$ cat config.mk
export PLATFORM = sky130hd
export DESIGN_NAME = erb_slot_mem
export DESIGN_NICKNAME = d
export VERILOG_FILES = /design/src/erb_slot_mem.sv
export SDC_FILE = /design/constraint.sdc
export NUM_CORES = 1
export LEC_CHECK = 0
export BUFFER_PORTS_ARGS = -buffer_cell sky130_fd_sc_hd__buf_2
export CAP_MARGIN = 40
export CORE_MARGIN = 10
export CORE_UTILIZATION = 30
export CTS_CLUSTER_SIZE = 28
export DETAILED_ROUTE_END_ITERATION = 7
export HOLD_SLACK_MARGIN = 0.06
export SKIP_CTS_REPAIR_TIMING = 1
export SYNTH_ARGS = -nofsm -noshare
export SYNTH_HDL_FRONTEND = slang
export SYNTH_SLANG_ARGS = --single-unit
$ cat constraint.sdc
create_clock -name clk_i -period 1.9 [get_ports clk_i]
set_input_delay 0.475 -clock clk_i [delete_from_list [all_inputs] [get_ports clk_i]]
set_output_delay 0.475 -clock clk_i [all_outputs]
set_load 0.005 [all_outputs]
$ cat src/erb_slot_mem.sv
// Per-slot table: quiescent epoch and retire stack count, registered read.
// Valid bits make unwritten entries read as zero. Depends on nothing.
module erb_slot_mem #(
  parameter int unsigned THREADS = 16,
  parameter int unsigned SW = 4,
  parameter int unsigned CW = 6
) (
  input  logic          clk_i,
  input  logic          rst_ni,
  input  logic          re_i,
  input  logic [SW-1:0] raddr_i,
  output logic [63:0]   rd_qe_o,
  output logic [CW-1:0] rd_cnt_o,
  input  logic [SW-1:0] waddr_i,
  input  logic          qe_we_i,
  input  logic [63:0]   qe_wdata_i,
  input  logic          cnt_we_i,
  input  logic [CW-1:0] cnt_wdata_i
);

  logic [63:0]        qe_mem [THREADS];
  logic [CW-1:0]      cnt_mem [THREADS];
  logic [THREADS-1:0] qv_q;
  logic [THREADS-1:0] cv_q;
  logic [63:0]        rd_qe_q;
  logic [CW-1:0]      rd_cnt_q;

  always_ff @(posedge clk_i or negedge rst_ni) begin
    if (!rst_ni) begin
      qv_q <= '0;
      cv_q <= '0;
    end else begin
      if (qe_we_i) qv_q[waddr_i] <= 1'b1;
      if (cnt_we_i) cv_q[waddr_i] <= 1'b1;
    end
  end

  always_ff @(posedge clk_i) begin
    if (qe_we_i) qe_mem[waddr_i] <= qe_wdata_i;
    if (cnt_we_i) cnt_mem[waddr_i] <= cnt_wdata_i;
    if (re_i) begin
      rd_qe_q  <= qv_q[raddr_i] ? qe_mem[raddr_i] : '0;
      rd_cnt_q <= cv_q[raddr_i] ? cnt_mem[raddr_i] : '0;
    end
  end

  assign rd_qe_o  = rd_qe_q;
  assign rd_cnt_o = rd_cnt_q;

endmodule

==> impl_metrics.csv <==
group,metric,value,unit
die,rows,142,
synth,synth_cell_types,22,
final_layout,drive_gt1_frac,0.394,
clocking,clkTransAtPathRegs,70,ps
sta,max-slew-margin-rel,0.444,
synth,ys_seq_elements,1222,
final_layout,finish.utilization,0.372,
drt,dr.first_iter.drc_count,1904,
placed_design,place_congestion,0.758,
clocking,htreeDepth,3,
clocking,cts_buffers,112,
worst_hold_path,hold_path_class,"in -> reg",
global_routing,grt_max_degree,39,
drt,dr.pass1.iters,5,
critical_path,crit_family,"multiplexers",
power,internal-power,45.7,mW
clocking,cts_root_buffer,"clkbuf_16",
die,die_x,409,µm
power,power_density,1040,nW/µm²
final_layout,mostFrequentLayoutCells,"1,190 x edfxtp_1, 288 x mux4_2, 146 x buf_2",
final_layout,syn_to_final_growth,23.0,%
sta,finalHoldViolations,0,
synth,synth_nets,1993,
sta,fin_tns_setup,-1890,ps
critical_path,critPathArrivalTime,2440,ps
global_routing,gr-total-overflow,0,
sta,worst_hold_slack,109,ps
synth,yosysWarnings,0,
placed_design,io_buffer_count,152,
power,seq_power_share,0.531,
drt,routedWlPerCell,25.7,µm
critical_path,path_buf_inv,3,
placed_design,dp_hpwl,69900,µm
critical_path,worstPathRequired,2370,ps
critical_path,end_kind,"register",
die,dieArea,167000,µm²
power,p_clk_frac,0.402,
die,start_util,0.303,
drt,vias,21700,
critical_path,path_common_cell,"buf_12",
power,p_leak,17.7,nW
synth,postSynthAreaPerCell,23.8,µm²
die,io_pins,153,
global_routing,grtUsageTotal,0.132,
sta,worst_pin_slew,833,ps
global_routing,first_global_vias,22700,
global_routing,antenna_found_initial,34,
power,switching_share,0.210,
synth,ys_seq_area_frac,0.804,
clocking,cts_tree,"built",
sta,finClkSkew,67.2,ps
sta,min_period_over_period,1.04,
die,die_h,409,µm
sta,period_needed,1970,ps
sta,setup_viol,54,
status,status,"complete, but fails checks",
die,coreArea,150000,µm²
critical_path,cp-start-kind,"register",
drt,routed_wl,114000,µm
synth,synthCells,1910,
global_routing,grt_first_pass_wirelength,163000,µm
sta,slew_viol_final,0,
critical_path,crit_slowest_cell,"mux4_2",
final_layout,layout_commonest_cell,"edfxtp_1",
synth,syn_area,45400,µm²
final_layout,fin_nets,2395,
sta,rsz0062_at_grt,"true",
sta,fmax,0.508,GHz
drt,vias_per_cell,4.90,
sta,setup_ws,-67.2,ps
critical_path,crit_type,"reg -> reg",
power,p_total,57.9,mW
clocking,clock_latency,720,ps
drt,drc,0,
status,violations,"negative setup slack",
clocking,cts_buffer_depth,3,
job,max_cap_viol_count,0,
power,irDropWorstVdd,0.000807,V
power,combinationalPowerShare,0.067,
critical_path,max_stage_delay,470,ps
drt,ant_nets,0,
critical_path,crit_fanout,7,
power,p_switching,12.2,mW
clocking,cts_sinks,1222,
critical_path,path_cells,"mux4_2 > a22o_4 > nor2_8 > buf_6 > buf_12 > buf_12 > a21oi_2",
## power by group through the flow
stage / registers, mW / clock network [mW] / logic (mW)
4_1_cts: 30.7 / 23.8 / 3.56
3_3_place_gp: 31.3 / 0 / 3.47
3_5_place_dp: 31.3 / 0 / 3.55
2_1_floorplan: 31.2 / 0 / 1.78
5_1_grt: 30.8 / 24.8 / 4.13
6_report: 30.7 / 23.3 / 3.87
## metal layers
metal	vias to the layer above	part of all wire	GRT usage
li1	9035	-	-
met1	11700	0.42	0.176
met2	760	0.48	0.213
met3	193	0.077	0.0322
met4	26	0.025	0.0417
met5	-	0.0015	0
## final timing paths
kind | start | to | slack [ps] | cells after the start
setup reg to reg | qv_q[0]$_DFFE_PN0P_ | rd_qe_o[61]$_SDFFCE_PN0P_ | -70 | 7
hold / removal | qe_wdata_i[55] | qe_mem[10][55]$_DFFE_PP_ | 110 | 1
min in group asynchronous | rst_ni | cv_q[2]$_DFFE_PN0P_ | 460 | 2
setup / recovery | qv_q[0]$_DFFE_PN0P_ | rd_qe_o[61]$_SDFFCE_PN0P_ | -70 | 7
hold reg to reg | cv_q[8]$_DFFE_PN0P_ | cv_q[8]$_DFFE_PN0P_ | 470 | 1
max in group asynchronous | rst_ni | qv_q[6]$_DFFE_PN0P_ | 900 | 2
## stage by stage
stage          instances  setup WS [ps]  instance area [µm²]
2_1_floorplan       1910           -413                45600
3_3_place_gp        4202           -539                51600
3_5_place_dp        4202           -547                51600
4_1_cts             4410           -160                55400
5_1_grt             4426           -104                55900
6_report            4434          -67.2                55900
## cell families (layout without fill, tap and decap cells)
kind of cell / count (synthesis) / after routing / synth area share
other: 0 / 12 / 0
multiplexers: 288 / 288 / 0.143
AND/OR/NAND/NOR: 82 / 82 / 0.00983
flip-flops: 1222 / 1222 / 0.804
buffers and inverters: 104 / 600 / 0.0107
AO/OA/AOI/OAI: 214 / 214 / 0.0324
## worst reg2reg max path, delay by kind of cell (launching register included)
family	cells	cell delay, ps
muxes	1	470
buffers and inverters	3	400
DFF	1	390
AOI/OAI and AO/OA	2	320
and+or+nand+nor	1	150
## cell type report
cell class,count,area (µm²)
multi-input combinational,584,8760
sequential,1222,36500
clock buffer,128,2880
timing repair buffer,392,4200
fill,13400,94300
tap,2016,2520
clock inverter,80,946
antenna,12,30.0
## synth_stat cells
cell,count,area share
a21oi_1,60,0.0066
buf_4,2,0.00033
nand2_1,1,0.000083
buf_6,6,0.0015
nor2b_1,2,0.00028
nand3b_1,4,0.00066
buf_2,34,0.0037
edfxtp_1,1190,0.79
nor2_8,1,0.00044
dfrtp_1,32,0.018
or2_2,33,0.0045
a21oi_2,10,0.0019
and2_1,1,0.00014
a22o_1,4,0.00077
nand3_1,2,0.00022
a22oi_1,140,0.023
nand2b_1,2,0.00028
or3b_2,2,0.00039
nor2_1,34,0.0028
clkbuf_1,54,0.0045
mux4_2,288,0.14
buf_1,8,0.00066
## state kept, by name, indices dropped and copies added (netlist names)
register  flops
cnt_mem      96
qe_mem     1024
qv_q         16
cv_q         16
rd_cnt_o      6
rd_qe_o      64
(Power assumes the default switching activity.)
