$ cat src/erb_pkg.sv
// Shared types and constants for the epoch reclamation engine.
// Used by erb_seq, erb_pend_mem and the top level; depends on nothing.
package erb_pkg;

  localparam int unsigned EpochW = 64;
  localparam int unsigned HandleW = 64;
  localparam int unsigned TagW = 8;
  localparam int unsigned ThrW = 6;
  localparam logic [ThrW-1:0] ThrReset = 6'd16;
  localparam logic [EpochW-1:0] EpochMax = {EpochW{1'b1}};

  typedef enum logic [2:0] {
    OP_REGISTER = 3'd0,
    OP_TICK     = 3'd1,
    OP_RETIRE   = 3'd2,
    OP_COLLECT  = 3'd3,
    OP_DRAIN    = 3'd4
  } op_e;

  typedef enum logic [1:0] {
    KIND_GRANT = 2'd0,
    KIND_FULL  = 2'd1,
    KIND_FREE  = 2'd2
  } kind_e;

  typedef enum logic [3:0] {
    ST_IDLE,
    ST_DECIDE,
    ST_SCAN_RD,
    ST_SCAN_CHK,
    ST_WALK_RD,
    ST_WALK_CHK,
    ST_FLUSH,
    ST_PACK_RD,
    ST_PACK_CHK
  } state_e;

  typedef struct packed {
    logic [HandleW-1:0] handle;
    logic [TagW-1:0]    tag;
    logic [EpochW-1:0]  epoch;
  } pend_entry_t;

  typedef struct packed {
    logic [1:0]         kind;
    logic [3:0]         slot;
    logic [HandleW-1:0] handle;
    logic [TagW-1:0]    tag;
    logic               last;
  } result_t;

endpackage

$ cat src/erb_seq.sv
// Operation sequencer: global epoch, slot count and the read-modify-write
// walks over the slot table and retire stacks. Depends on erb_pkg.
module erb_seq #(
  parameter int unsigned THREADS = 16,
  parameter int unsigned STACK_DEPTH = 32,
  parameter int unsigned SW = 4,
  parameter int unsigned CW = 6,
  parameter int unsigned PW = 9
) (
  input  logic                        clk_i,
  input  logic                        rst_ni,
  input  logic                        in_valid_i,
  output logic                        in_ready_o,
  input  logic [2:0]                  in_op_i,
  input  logic [4:0]                  in_slot_i,
  input  logic [erb_pkg::HandleW-1:0] in_handle_i,
  input  logic [erb_pkg::TagW-1:0]    in_tag_i,
  input  logic [erb_pkg::ThrW-1:0]    thr_i,
  output logic                        slot_re_o,
  output logic [SW-1:0]               slot_raddr_o,
  input  logic [63:0]                 slot_qe_i,
  input  logic [CW-1:0]               slot_cnt_i,
  output logic [SW-1:0]               slot_waddr_o,
  output logic                        qe_we_o,
  output logic [63:0]                 qe_wdata_o,
  output logic                        cnt_we_o,
  output logic [CW-1:0]               cnt_wdata_o,
  output logic                        pend_re_o,
  output logic [PW-1:0]               pend_raddr_o,
  input  erb_pkg::pend_entry_t        pend_rdata_i,
  output logic                        pend_we_o,
  output logic [PW-1:0]               pend_waddr_o,
  output erb_pkg::pend_entry_t        pend_wdata_o,
  input  logic                        can_push_i,
  output logic                        push_o,
  output erb_pkg::result_t            res_o
);

  localparam int unsigned NW = $clog2(THREADS + 1);
  localparam int unsigned CMPW = (CW > erb_pkg::ThrW) ? CW : erb_pkg::ThrW;

  erb_pkg::state_e  state_q, state_d;
  logic [2:0]       op_q, op_d;
  logic [SW-1:0]    s_q, s_d;
  logic             vld_q, vld_d;
  logic [63:0]      h_q, h_d;
  logic [7:0]       tag_q, tag_d;
  logic [63:0]      ge_q, ge_d;
  logic [NW-1:0]    sc_q, sc_d;
  logic [NW-1:0]    scan_q, scan_d;
  logic [CW-1:0]    cnt_q, cnt_d;
  logic [CW-1:0]    idx_q, idx_d;
  logic [CW-1:0]    w_q, w_d;
  logic [63:0]      mn_q, mn_d;
  erb_pkg::result_t held_q, held_d;
  logic             held_v_q, held_v_d;
  logic             pack_q, pack_d;
  logic             drain_q, drain_d;
  logic [PW-1:0]    base;
  logic             in_vld;
  erb_pkg::result_t free_res;

  assign base = PW'(s_q) * PW'(STACK_DEPTH);
  assign in_vld = !in_slot_i[4] && (7'(in_slot_i[3:0]) < 7'(THREADS));

  always_comb begin
    free_res        = '0;
    free_res.kind   = erb_pkg::KIND_FREE;
    free_res.handle = pend_rdata_i.handle;
    free_res.tag    = pend_rdata_i.tag;
  end

  always_ff @(posedge clk_i or negedge rst_ni) begin
    if (!rst_ni) begin
      state_q  <= erb_pkg::ST_IDLE;
      ge_q     <= 64'd1;
      sc_q     <= '0;
      held_v_q <= 1'b0;
      pack_q   <= 1'b0;
      drain_q  <= 1'b0;
    end else begin
      state_q  <= state_d;
      ge_q     <= ge_d;
      sc_q     <= sc_d;
      held_v_q <= held_v_d;
      pack_q   <= pack_d;
      drain_q  <= drain_d;
    end
  end

  always_ff @(posedge clk_i) begin
    op_q   <= op_d;
    s_q    <= s_d;
    vld_q  <= vld_d;
    h_q    <= h_d;
    tag_q  <= tag_d;
    scan_q <= scan_d;
    cnt_q  <= cnt_d;
    idx_q  <= idx_d;
    w_q    <= w_d;
    mn_q   <= mn_d;
    held_q <= held_d;
  end

  always_comb begin
    state_d      = state_q;
    op_d         = op_q;
    s_d          = s_q;
    vld_d        = vld_q;
    h_d          = h_q;
    tag_d        = tag_q;
    ge_d         = ge_q;
    sc_d         = sc_q;
    scan_d       = scan_q;
    cnt_d        = cnt_q;
    idx_d        = idx_q;
    w_d          = w_q;
    mn_d         = mn_q;
    held_d       = held_q;
    held_v_d     = held_v_q;
    pack_d       = pack_q;
    drain_d      = drain_q;
    in_ready_o   = 1'b0;
    slot_re_o    = 1'b0;
    slot_raddr_o = SW'(in_slot_i[3:0]);
    slot_waddr_o = s_q;
    qe_we_o      = 1'b0;
    qe_wdata_o   = ge_q;
    cnt_we_o     = 1'b0;
    cnt_wdata_o  = w_q;
    pend_re_o    = 1'b0;
    pend_raddr_o = base + PW'(idx_q);
    pend_we_o    = 1'b0;
    pend_waddr_o = base + PW'(w_q);
    pend_wdata_o = pend_rdata_i;
    push_o       = 1'b0;
    res_o        = held_q;

    unique case (state_q)
      erb_pkg::ST_IDLE: begin
        in_ready_o = 1'b1;
        slot_re_o  = 1'b1;
        if (in_valid_i) begin
          op_d    = in_op_i;
          s_d     = SW'(in_slot_i[3:0]);
          vld_d   = in_vld;
          h_d     = in_handle_i;
          tag_d   = in_tag_i;
          state_d = erb_pkg::ST_DECIDE;
        end
      end

      erb_pkg::ST_DECIDE: begin
        cnt_d    = slot_cnt_i;
        held_d   = '0;
        held_v_d = 1'b0;
        pack_d   = 1'b0;
        drain_d  = 1'b0;
        scan_d   = '0;
        mn_d     = erb_pkg::EpochMax;
        state_d  = erb_pkg::ST_IDLE;
        unique case (op_q)
          erb_pkg::OP_REGISTER: begin
            held_v_d = 1'b1;
            state_d  = erb_pkg::ST_FLUSH;
            if (sc_q >= NW'(THREADS)) begin
              held_d.kind = erb_pkg::KIND_FULL;
            end else begin
              slot_waddr_o = SW'(sc_q);
              qe_we_o      = 1'b1;
              cnt_we_o     = 1'b1;
              cnt_wdata_o  = '0;
              sc_d         = sc_q + NW'(1);
              held_d.kind  = erb_pkg::KIND_GRANT;
              held_d.slot  = 4'(sc_q);
            end
          end
          erb_pkg::OP_TICK: begin
            if (vld_q) begin
              qe_we_o = 1'b1;
              if (CMPW'(slot_cnt_i) >= CMPW'(thr_i)) state_d = erb_pkg::ST_SCAN_RD;
            end
          end
          erb_pkg::OP_RETIRE: begin
            if (h_q != '0) begin
              if (!vld_q) begin
                held_d.kind   = erb_pkg::KIND_FREE;
                held_d.handle = h_q;
                held_d.tag    = tag_q;
                held_v_d      = 1'b1;
                state_d       = erb_pkg::ST_FLUSH;
              end else begin
                ge_d = ge_q + 64'd1;
                if (slot_cnt_i >= CW'(STACK_DEPTH)) begin
                  held_d.kind   = erb_pkg::KIND_FREE;
                  held_d.handle = h_q;
                  held_d.tag    = tag_q;
                  held_v_d      = 1'b1;
                  state_d       = erb_pkg::ST_FLUSH;
                end else begin
                  pend_we_o           = 1'b1;
                  pend_waddr_o        = base + PW'(slot_cnt_i);
                  pend_wdata_o.handle = h_q;
                  pend_wdata_o.tag    = tag_q;
                  pend_wdata_o.epoch  = ge_q;
                  cnt_we_o            = 1'b1;
                  cnt_wdata_o         = slot_cnt_i + CW'(1);
                end
              end
            end
          end
          erb_pkg::OP_COLLECT: begin
            if (vld_q) state_d = erb_pkg::ST_SCAN_RD;
          end
          erb_pkg::OP_DRAIN: begin
            if (vld_q) begin
              cnt_we_o    = 1'b1;
              cnt_wdata_o = '0;
              drain_d     = 1'b1;
              idx_d       = slot_cnt_i;
              state_d     = erb_pkg::ST_WALK_RD;
            end
          end
          default: state_d = erb_pkg::ST_IDLE;
        endcase
      end

      // Minimum nonzero quiescent epoch over the registered slots.
      erb_pkg::ST_SCAN_RD: begin
        if (scan_q == sc_q) begin
          if (mn_q == erb_pkg::EpochMax) begin
            state_d = erb_pkg::ST_IDLE;
          end else begin
            idx_d   = cnt_q;
            state_d = erb_pkg::ST_WALK_RD;
          end
        end else begin
          slot_re_o    = 1'b1;
          slot_raddr_o = SW'(scan_q);
          scan_d       = scan_q + NW'(1);
          state_d      = erb_pkg::ST_SCAN_CHK;
        end
      end

      erb_pkg::ST_SCAN_CHK: begin
        if (slot_qe_i != '0 && slot_qe_i < mn_q) mn_d = slot_qe_i;
        state_d = erb_pkg::ST_SCAN_RD;
      end

      // Newest first; one found entry is held back so the final one carries last.
      erb_pkg::ST_WALK_RD: begin
        if (idx_q == '0) begin
          pack_d  = !drain_q;
          state_d = erb_pkg::ST_FLUSH;
        end else begin
          pend_re_o    = 1'b1;
          pend_raddr_o = base + PW'(idx_q - CW'(1));
          idx_d        = idx_q - CW'(1);
          state_d      = erb_pkg::ST_WALK_CHK;
        end
      end

      erb_pkg::ST_WALK_CHK: begin
        if (drain_q || pend_rdata_i.epoch < mn_q) begin
          if (!held_v_q || can_push_i) begin
            push_o   = held_v_q;
            held_d   = free_res;
            held_v_d = 1'b1;
            state_d  = erb_pkg::ST_WALK_RD;
          end
        end else begin
          state_d = erb_pkg::ST_WALK_RD;
        end
      end

      erb_pkg::ST_FLUSH: begin
        res_o.last = 1'b1;
        if (!held_v_q || can_push_i) begin
          push_o   = held_v_q;
          held_v_d = 1'b0;
          idx_d    = '0;
          w_d      = '0;
          state_d  = pack_q ? erb_pkg::ST_PACK_RD : erb_pkg::ST_IDLE;
        end
      end

      // Survivors move down to the bottom of the stack in their old order.
      erb_pkg::ST_PACK_RD: begin
        if (idx_q == cnt_q) begin
          cnt_we_o = 1'b1;
          state_d  = erb_pkg::ST_IDLE;
        end else begin
          pend_re_o = 1'b1;
          idx_d     = idx_q + CW'(1);
          state_d   = erb_pkg::ST_PACK_CHK;
        end
      end

      erb_pkg::ST_PACK_CHK: begin
        if (pend_rdata_i.epoch >= mn_q) begin
          pend_we_o = 1'b1;
          w_d       = w_q + CW'(1);
        end
        state_d = erb_pkg::ST_PACK_RD;
      end

      default: state_d = erb_pkg::ST_IDLE;
    endcase
  end

endmodule

$ cat config.mk
export PLATFORM = sky130hd
export DESIGN_NAME = erb_seq
export DESIGN_NICKNAME = d
export VERILOG_FILES = /design/src/erb_pkg.sv /design/src/erb_seq.sv
export SDC_FILE = /design/constraint.sdc
export NUM_CORES = 1
export LEC_CHECK = 0
export ABC_AREA = 1
export CAP_MARGIN = 0
export CORE_MARGIN = 8
export CORE_UTILIZATION = 35
export DETAILED_ROUTE_END_ITERATION = 7
export DONT_BUFFER_PORTS = 1
export SLEW_MARGIN = 10
export SYNTH_ARGS = -nofsm -noshare
export SYNTH_HDL_FRONTEND = slang
export SYNTH_SLANG_ARGS = --single-unit
$ cat constraint.sdc
create_clock -name clk_i -period 5.42 [get_ports clk_i]
set_input_delay 0.271 -clock clk_i [delete_from_list [all_inputs] [get_ports clk_i]]
set_output_delay 0.271 -clock clk_i [all_outputs]
set_load 0.02 [all_outputs]
==> flow_metrics.env, run 1 <==
export IMPL_postCtsResizedCells=0
export IMPL_async_flop_share_pct=23.7
export IMPL_die_area_um2=66500
export IMPL_ys_seq_area_share_pct=45.2
export IMPL_muxShareOfSynthArea_pct=0.214
export IMPL_die_h_um=258
export IMPL_cts_tree="yes"
export IMPL_clock_sinks=321
export IMPL_grt_pass1_vias=18500
export IMPL_syn_area_per_cell_um2=8.26
export IMPL_finalCritPeriodShare_pct=83.3
export IMPL_ant_nets=0
export IMPL_p_int_mw=5.77
export IMPL_grt_pass1_wl_um=116000
export IMPL_syn_num_nets=2929
export IMPL_drive_gt1_share_pct=4.33
export IMPL_seqCellArea_um2=9260
export IMPL_vdd_drop_max_mv=0.260
export IMPL_drv_slew=0
export IMPL_start_kind="flip-flop"
export IMPL_nFillCells=5711
export IMPL_h_tree_depth=2
export IMPL_finalCriticalPeriod_ns=4.51
export IMPL_syn_area_um2=20500
export IMPL_die_w_um=258
export IMPL_worstPathRequired_ns=5.15
export IMPL_placed_cells=3190
export IMPL_cp_max_fo=75
export IMPL_yosysWarnings=0
export IMPL_synth_edf_count=245
export IMPL_layout_commonest_cell="nand2_1"
export IMPL_pwr_share_comb_pct=24.6
export IMPL_start_util_pct=35.4
export IMPL_max_clock_path_buffers=3
export IMPL_routedWlPerCell_um=23.0
export IMPL_routabilityCongestion=0.954
export IMPL_relSlewSlack_pct=25.5
export IMPL_synth_xor_area_share_pct=3.38
export IMPL_p_sw_share_pct=36.9
export IMPL_power_density_nw_per_um2=374
export IMPL_clockPowerShare_pct=30.8
export IMPL_cts_clk_slew_worst_paths_ns=0.07
export IMPL_wl_um=79300
export IMPL_drcViolationCount=0
export IMPL_num_antenna_cells=0
export IMPL_clockRootBuffer="clkbuf_16"
export IMPL_io_pins=614
export IMPL_ctsHoldBuffers=181
export IMPL_synth_top_family_by_area="simple AND/OR/NAND/NOR gates"
export IMPL_grt_overflow_total=0
export IMPL_nets=3100
export IMPL_io_buffer_count=0
export IMPL_yosys_area_share_simple_pct=20.8
export IMPL_coreArea_um2=57800
export IMPL_p_leak_nw=10.8
export IMPL_power_mw=9.14
export IMPL_run_status="complete, no violations"
export IMPL_grt_total_usage_pct=22.5
export IMPL_vias=18300
export IMPL_synthAdderAreaFrac_pct=9.61
export IMPL_fp_row_count=88
export IMPL_synth_distinct_cells=50
export IMPL_cts_buffers=40
export IMPL_antenna_found_initial=1
export IMPL_pwr_share_seq_pct=44.6
export IMPL_finalSetupViolCount=0
export IMPL_fin_worst_skew_ns=0.0328
export IMPL_final_cell_mix="572 x nand2_1, 456 x inv_1, 245 x edfxtp_1"
export IMPL_crit_arrival_ns=4.24
export IMPL_dp_hpwl_um=63000
export IMPL_ys_flop_type="edfxtp_1"
export IMPL_min_path_type="primary input to flip-flop"
export IMPL_grt_max_degree=106
export IMPL_timing_fmax_ghz=0.222
export IMPL_area_growth_pct=19.4
export IMPL_drtIter0Drc=1560
export IMPL_cap_violations=0
export IMPL_post_layout_nonfiller_instances=3444
export IMPL_cts_setup_buffers=0
export IMPL_p_sw_mw=3.37
export IMPL_multiInputGateArea_um2=9160
export IMPL_ys_ff_latch=321
export IMPL_tns_ns=0
export IMPL_syn_inst=2477
export IMPL_viasPerCell=5.30
export IMPL_cp_end_kind="primary output"
export IMPL_rsz0062_at_grt="no"
export IMPL_insertion_delay_ns=0.57
export IMPL_path_class="flip-flop to primary output"
export IMPL_drtPass1Iterations=6
export IMPL_worst_slew_pin_slew_ns=1.11
export IMPL_hold_violations=0
export IMPL_synth_compound_area_share_pct=10.6
export IMPL_hold_ws_ns=0.0395
==> registers in the layout, summed over array words and instances, names as in the netlist <==
name and cells:
cnt_q 6, drain_q 1, h_q 64, held_v_q 1
idx_q 6, mn_q 64, op_q 3, pack_q 1
qe_wdata_o 64, res_o 78, s_q 4, sc_q 5
scan_q 5, state_q 4, tag_q 8, vld_q 1
w_q 6
==> final timing paths <==
| path | startpoint | endpoint | slack [ns] | cells past startpoint |
|---|---|---|---|---|
| max | h_q[2]$_DFFE_PP_ | pend_wdata_o[33] | 0.91 | 11 |
| min | pend_rdata_i[84] | res_o[21]$_DFFE_PP_ | 0.04 | 2 |
| max reg2reg | mn_q[35]$_SDFFCE_PN1P_ | mn_q[63]$_SDFFCE_PN1P_ | 1.88 | 12 |
| min reg2reg | pack_q$_DFFE_PN0P_ | pack_q$_DFFE_PN0P_ | 0.52 | 2 |
| max in group asynchronous | rst_ni | qe_wdata_o[24]$_DFFE_PN0P_ | 4.71 | 2 |
| min in group asynchronous | rst_ni | pack_q$_DFFE_PN0P_ | 0.33 | 2 |
==> layout make-up <==
class                           instances  area share, %
Timing Repair Buffer                  192           7.87
Tap cell                              765           3.92
Inverter                              469           7.23
Sequential cell                       321           37.9
Clock buffer                           52           4.53
Multi-Input combinational cell       1624           37.5
Clock inverter                         21           1.11
==> cells in the mapped netlist, types with 22 or more instances <==
cell / instances / area [um2]
a21oi_1: 84 / 420
ha_1: 154 / 1930
o21ai_1: 45 / 225
o22ai_1: 75 / 469
nor4_1: 26 / 163
nand4_1: 86 / 538
o21ai_0: 168 / 841
nand2_1: 573 / 2150
inv_1: 458 / 1720
buf_2: 37 / 185
xor2_1: 71 / 622
nor2_1: 167 / 627
nor3_1: 51 / 255
edfxtp_1: 245 / 7360
nand3_1: 56 / 280
clkbuf_1: 22 / 82.6
dfrtp_1: 75 / 1880
==> layer usage <==
layer	wire length, um	vias to the layer above	track usage, %
met2	38800	865	39.9
met3	7320	167	6.75
met1	29500	8655	25.0
met4	3700	2	9.42
li1	-	8572	-
met5	12	-	0
==> power groups by stage <==
stage | registers, mW | logic, mW | clock network, mW
2_1_floorplan | 4.00 | 1.51 | 0
3_5_place_dp | 4.13 | 2.10 | 0
4_1_cts | 4.08 | 2.26 | 2.88
6_report | 4.07 | 2.25 | 2.82
3_3_place_gp | 4.12 | 2.05 | 0
5_1_grt | 4.12 | 2.48 | 2.96
==> per-stage QoR <==
stage | instance area, um2 | util [%] | setup slack [ns]
finish | 24400 | 42.3 | 0.907
global route | 24400 | 42.3 | 0.633
CTS | 24400 | 42.3 | 0.813
detailed placement | 21200 | 36.7 | 1.44
global placement | 21200 | 36.7 | 1.55
floorplan | 20500 | - | 0.476
==> critical path, stage by stage, from the launching register on <==
cell and delay (ns):
edfxtp_1 0.36, inv_1 0.07, nand4_1 0.12, nor2_1 0.11, nand2_1 0.14, nor2_1 0.06
nand2_1 0.19, nand2_1 0.21, nor2_8 0.69, inv_4 0.47, buf_4 0.45, o21ai_0 0.61
==> cells by family (layout without fill, tap and decap cells) <==
logic type      after synthesis  in the layout
fa+ha+maj                   156            156
compound gates              400            400
flops                       321            321
mux                           4              4
xor+xnor                     79             79
buf+inv                     532            734
simple gates                985            985
Note: power is estimated with default switching activity, not from simulation.
==> run 2: changes to the inputs <==
--- a/config.mk
+++ b/config.mk
@@ -5,7 +5,7 @@
 export SDC_FILE = /design/constraint.sdc
 export NUM_CORES = 1
 export LEC_CHECK = 0
-export ABC_AREA = 1
+export ABC_AREA = 0
 export CAP_MARGIN = 0
 export CORE_MARGIN = 8
 export CORE_UTILIZATION = 35
==> constraint.sdc (replaced) <==
create_clock -name clk_i -period 4.5 [get_ports clk_i]
set_input_delay 0.225 -clock clk_i [delete_from_list [all_inputs] [get_ports clk_i]]
set_output_delay 0.225 -clock clk_i [all_outputs]
set_load 0.02 [all_outputs]
==> flow_metrics.env, run 2 <==
export IMPL_finalCriticalPeriod_ns=4.03
export IMPL_yosysWarnings=0
export IMPL_min_from="pend_rdata_i[64]"
export IMPL_cp_slowest_cell="nor4_4"
export IMPL_h_tree_depth=2
export IMPL_r2r_cells=10
export IMPL_final_util_pct=43.8
export IMPL_fin_worst_skew_ns=0.0307
export IMPL_synth_edf_count=245
export IMPL_final_cell_mix="245 x edfxtp_1, 228 x nand2_1, 221 x dlygate4sd3_1"
export IMPL_area_growth_pct=23.8
export IMPL_nets=2436
export IMPL_io_buffer_count=0
export IMPL_syn_area_um2=19100
export IMPL_io_pins=614
export IMPL_r2r_start="mn_q[21]$_SDFFCE_PN1P_"
export IMPL_wl_um=76600
export IMPL_path_cells="nor4_1 -> nand4_1 -> nor4_4 -> nor4_4 -> buf_4 -> mux2_2"
export IMPL_cp_max_fo=64
export IMPL_start_util_pct=35.4
export IMPL_finalCritPeriodShare_pct=89.6
export IMPL_die_h_um=250
export IMPL_grt_pass1_wl_um=111000
export IMPL_routabilityCongestion=0.939
export IMPL_drtIter0Drc=1177
export IMPL_r2r_slack_ns=0.70
export IMPL_hold_violations=0
export IMPL_ant_nets=0
export IMPL_path_class="flip-flop to primary output"
export IMPL_grt_total_usage_pct=23.6
export IMPL_synth_top_cell_area_share_pct=38.5
export IMPL_wl_met2_um=38200
export IMPL_met3WireLength_um=7180
export IMPL_coreArea_um2=53900
export IMPL_hold_end="res_o[1]$_DFFE_PP_"
export IMPL_cts_tree="yes"
export IMPL_layout_commonest_cell="edfxtp_1"
export IMPL_cp_top_family="simple AND/OR/NAND/NOR gates"
export IMPL_syn_inst=1748
export IMPL_worstPathRequired_ns=4.28
export IMPL_timing_fmax_ghz=0.248
export IMPL_fp_row_count=85
export IMPL_finalSetupViolCount=0
export IMPL_synth_most_common_cell="edfxtp_1"
export IMPL_die_area_um2=62300
export IMPL_insertion_delay_ns=0.56
export IMPL_yosys_area_top_type="edfxtp_1"
export IMPL_dpl_cell_area_um2=20100
export IMPL_async_flop_share_pct=23.7
export IMPL_synth_top_cells_by_count="245 x edfxtp_1, 229 x nand2_1, 154 x ha_1, 111 x o21ai_0, 94 x inv_1"
export IMPL_vias=15500
export IMPL_synth_area_leaders="edfxtp_1 39%, ha_1 10%, dfrtp_1 9.8%, mux2_2 4.7%, nand2_1 4.5%"
export IMPL_top_layer="met5"
export IMPL_grt_pass1_vias=16000
export IMPL_rsz0062_at_grt="no"
export IMPL_power_density_nw_per_um2=488
export IMPL_vdd_drop_max_mv=0.239
export IMPL_drv_slew=0
export IMPL_drive_gt1_share_pct=9.54
export IMPL_grt_max_degree=77
export IMPL_cts_buffers=40
export IMPL_die_w_um=250
export IMPL_tns_ns=0
export IMPL_syn_num_nets=2200
export IMPL_cts_clk_slew_worst_paths_ns=0.06
export IMPL_drcViolationCount=0
export IMPL_worst_path_buf_inv=1
export IMPL_viasPerCell=5.71
export IMPL_fin_area_um2=23600
export IMPL_drtPass1Iterations=6
export IMPL_ys_flop_type="edfxtp_1"
export IMPL_clockRootBuffer="clkbuf_16"
export IMPL_largest_reg_flops=78
export IMPL_dp_hpwl_um=57900
export IMPL_min_path_type="primary input to flip-flop"
export IMPL_relSlewSlack_pct=25.0
export IMPL_timing_rr_end="res_o[34]$_DFFE_PP_"
export IMPL_p_leak_nw=9.66
export IMPL_cts_setup_buffers=0
export IMPL_clock_sinks=321
export IMPL_nFillCells=4926
export IMPL_whs_path_depth=2
export IMPL_run_status="complete, no violations"
export IMPL_max_clock_path_buffers=3
export IMPL_drt_met1_wl_um=27700
export IMPL_ys_seq_area_share_pct=48.5
export IMPL_routedWlPerCell_um=28.2
export IMPL_antenna_found_initial=12
export IMPL_ys_ff_latch=321
export IMPL_worst_slew_pin_slew_ns=1.12
export IMPL_syn_area_per_cell_um2=10.9
export IMPL_synth_distinct_cells=65
export IMPL_start_kind="flip-flop"
export IMPL_cap_violations=0
export IMPL_cp_end_kind="primary output"
export IMPL_grt_overflow_total=0
export IMPL_crit_arrival_ns=3.81
export IMPL_crit_top_cell="nor4_4"
export IMPL_max_stage_delay_ns=0.73
-- run 2: how the worst max path moves through the flow --
| stage | start | to | slack (ns) | cells past startpoint |
|---|---|---|---|---|
| final | h_q[2]$_DFFE_PP_ | pend_wdata_o[56] | 0.47 | 6 |
| after global routing | state_q[2]$_DFFE_PN0P_ | pend_wdata_o[50] | 0.30 | 7 |
| after CTS | h_q[2]$_DFFE_PP_ | pend_wdata_o[56] | 0.34 | 6 |
| after detailed placement | mn_q[39]$_SDFFCE_PN1P_ | res_o[34]$_DFFE_PP_ | 0.62 | 10 |
| after global placement | mn_q[39]$_SDFFCE_PN1P_ | res_o[36]$_DFFE_PP_ | 0.69 | 10 |
| after floorplan | mn_q[46]$_SDFFCE_PN1P_ | res_o[10]$_DFFE_PP_ | 0.75 | 9 |
-- run 2: cell type report --
class | instances | area, um2 | area share, %
Sequential cell | 321 | 9260 | 39.2
Multi-Input combinational cell | 1273 | 9250 | 39.1
Timing Repair Buffer | 253 | 2570 | 10.9
Clock buffer | 48 | 1040 | 4.40
Tap cell | 696 | 871 | 3.68
Inverter | 95 | 358 | 1.51
Clock inverter | 23 | 259 | 1.10
Antenna cell | 9 | 22.5 | 0.0953
-- run 2: repair_timing --
item,4_1_cts,5_1_grt
gates resized for setup,0,0
hold buffers,222,0
endpoints found under the hold margin,302,0
-- run 2: cell families (layout without fill, tap and decap cells) --
logic type / Yosys count / count (layout) / share of synthesized area [%]
DFF: 321 / 321 / 48.5
other: 0 / 9 / 0
and+or+nand+nor: 622 / 622 / 16.8
xor gates and xnor gates: 99 / 99 / 4.54
muxes: 151 / 151 / 8.90
adders and majority gates: 157 / 157 / 10.4
AOI/OAI and AO/OA: 244 / 244 / 7.64
buffers and inverters: 154 / 419 / 3.22
-- run 2: layer usage --
metal / vias to the layer above / global-route usage [%]
li1: 6917 / -
met1: 7577 / 25.8
met2: 860 / 41.8
met3: 164 / 7.08
met4: 4 / 10.4
met5: - / 0
-- run 2: where the power goes --
group / internal (mW) / switching [mW]
logic: 1.07 / 2.05
registers: 4.17 / 0.981
clock network: 1.94 / 1.31
-- run 2: metrics by stage --
stage	worst slack (ns)	hold slack [ns]	instances	total power [mW]
final	0.468	0.0300	2718	11.5
after global routing	0.302	0.0548	2714	12.0
after CTS	0.344	0.00119	2709	11.6
after detailed placement	0.619	-0.0671	2416	8.12
after global placement	0.688	-0.0668	2416	8.06
after floorplan	0.754	-0.0706	1748	6.95
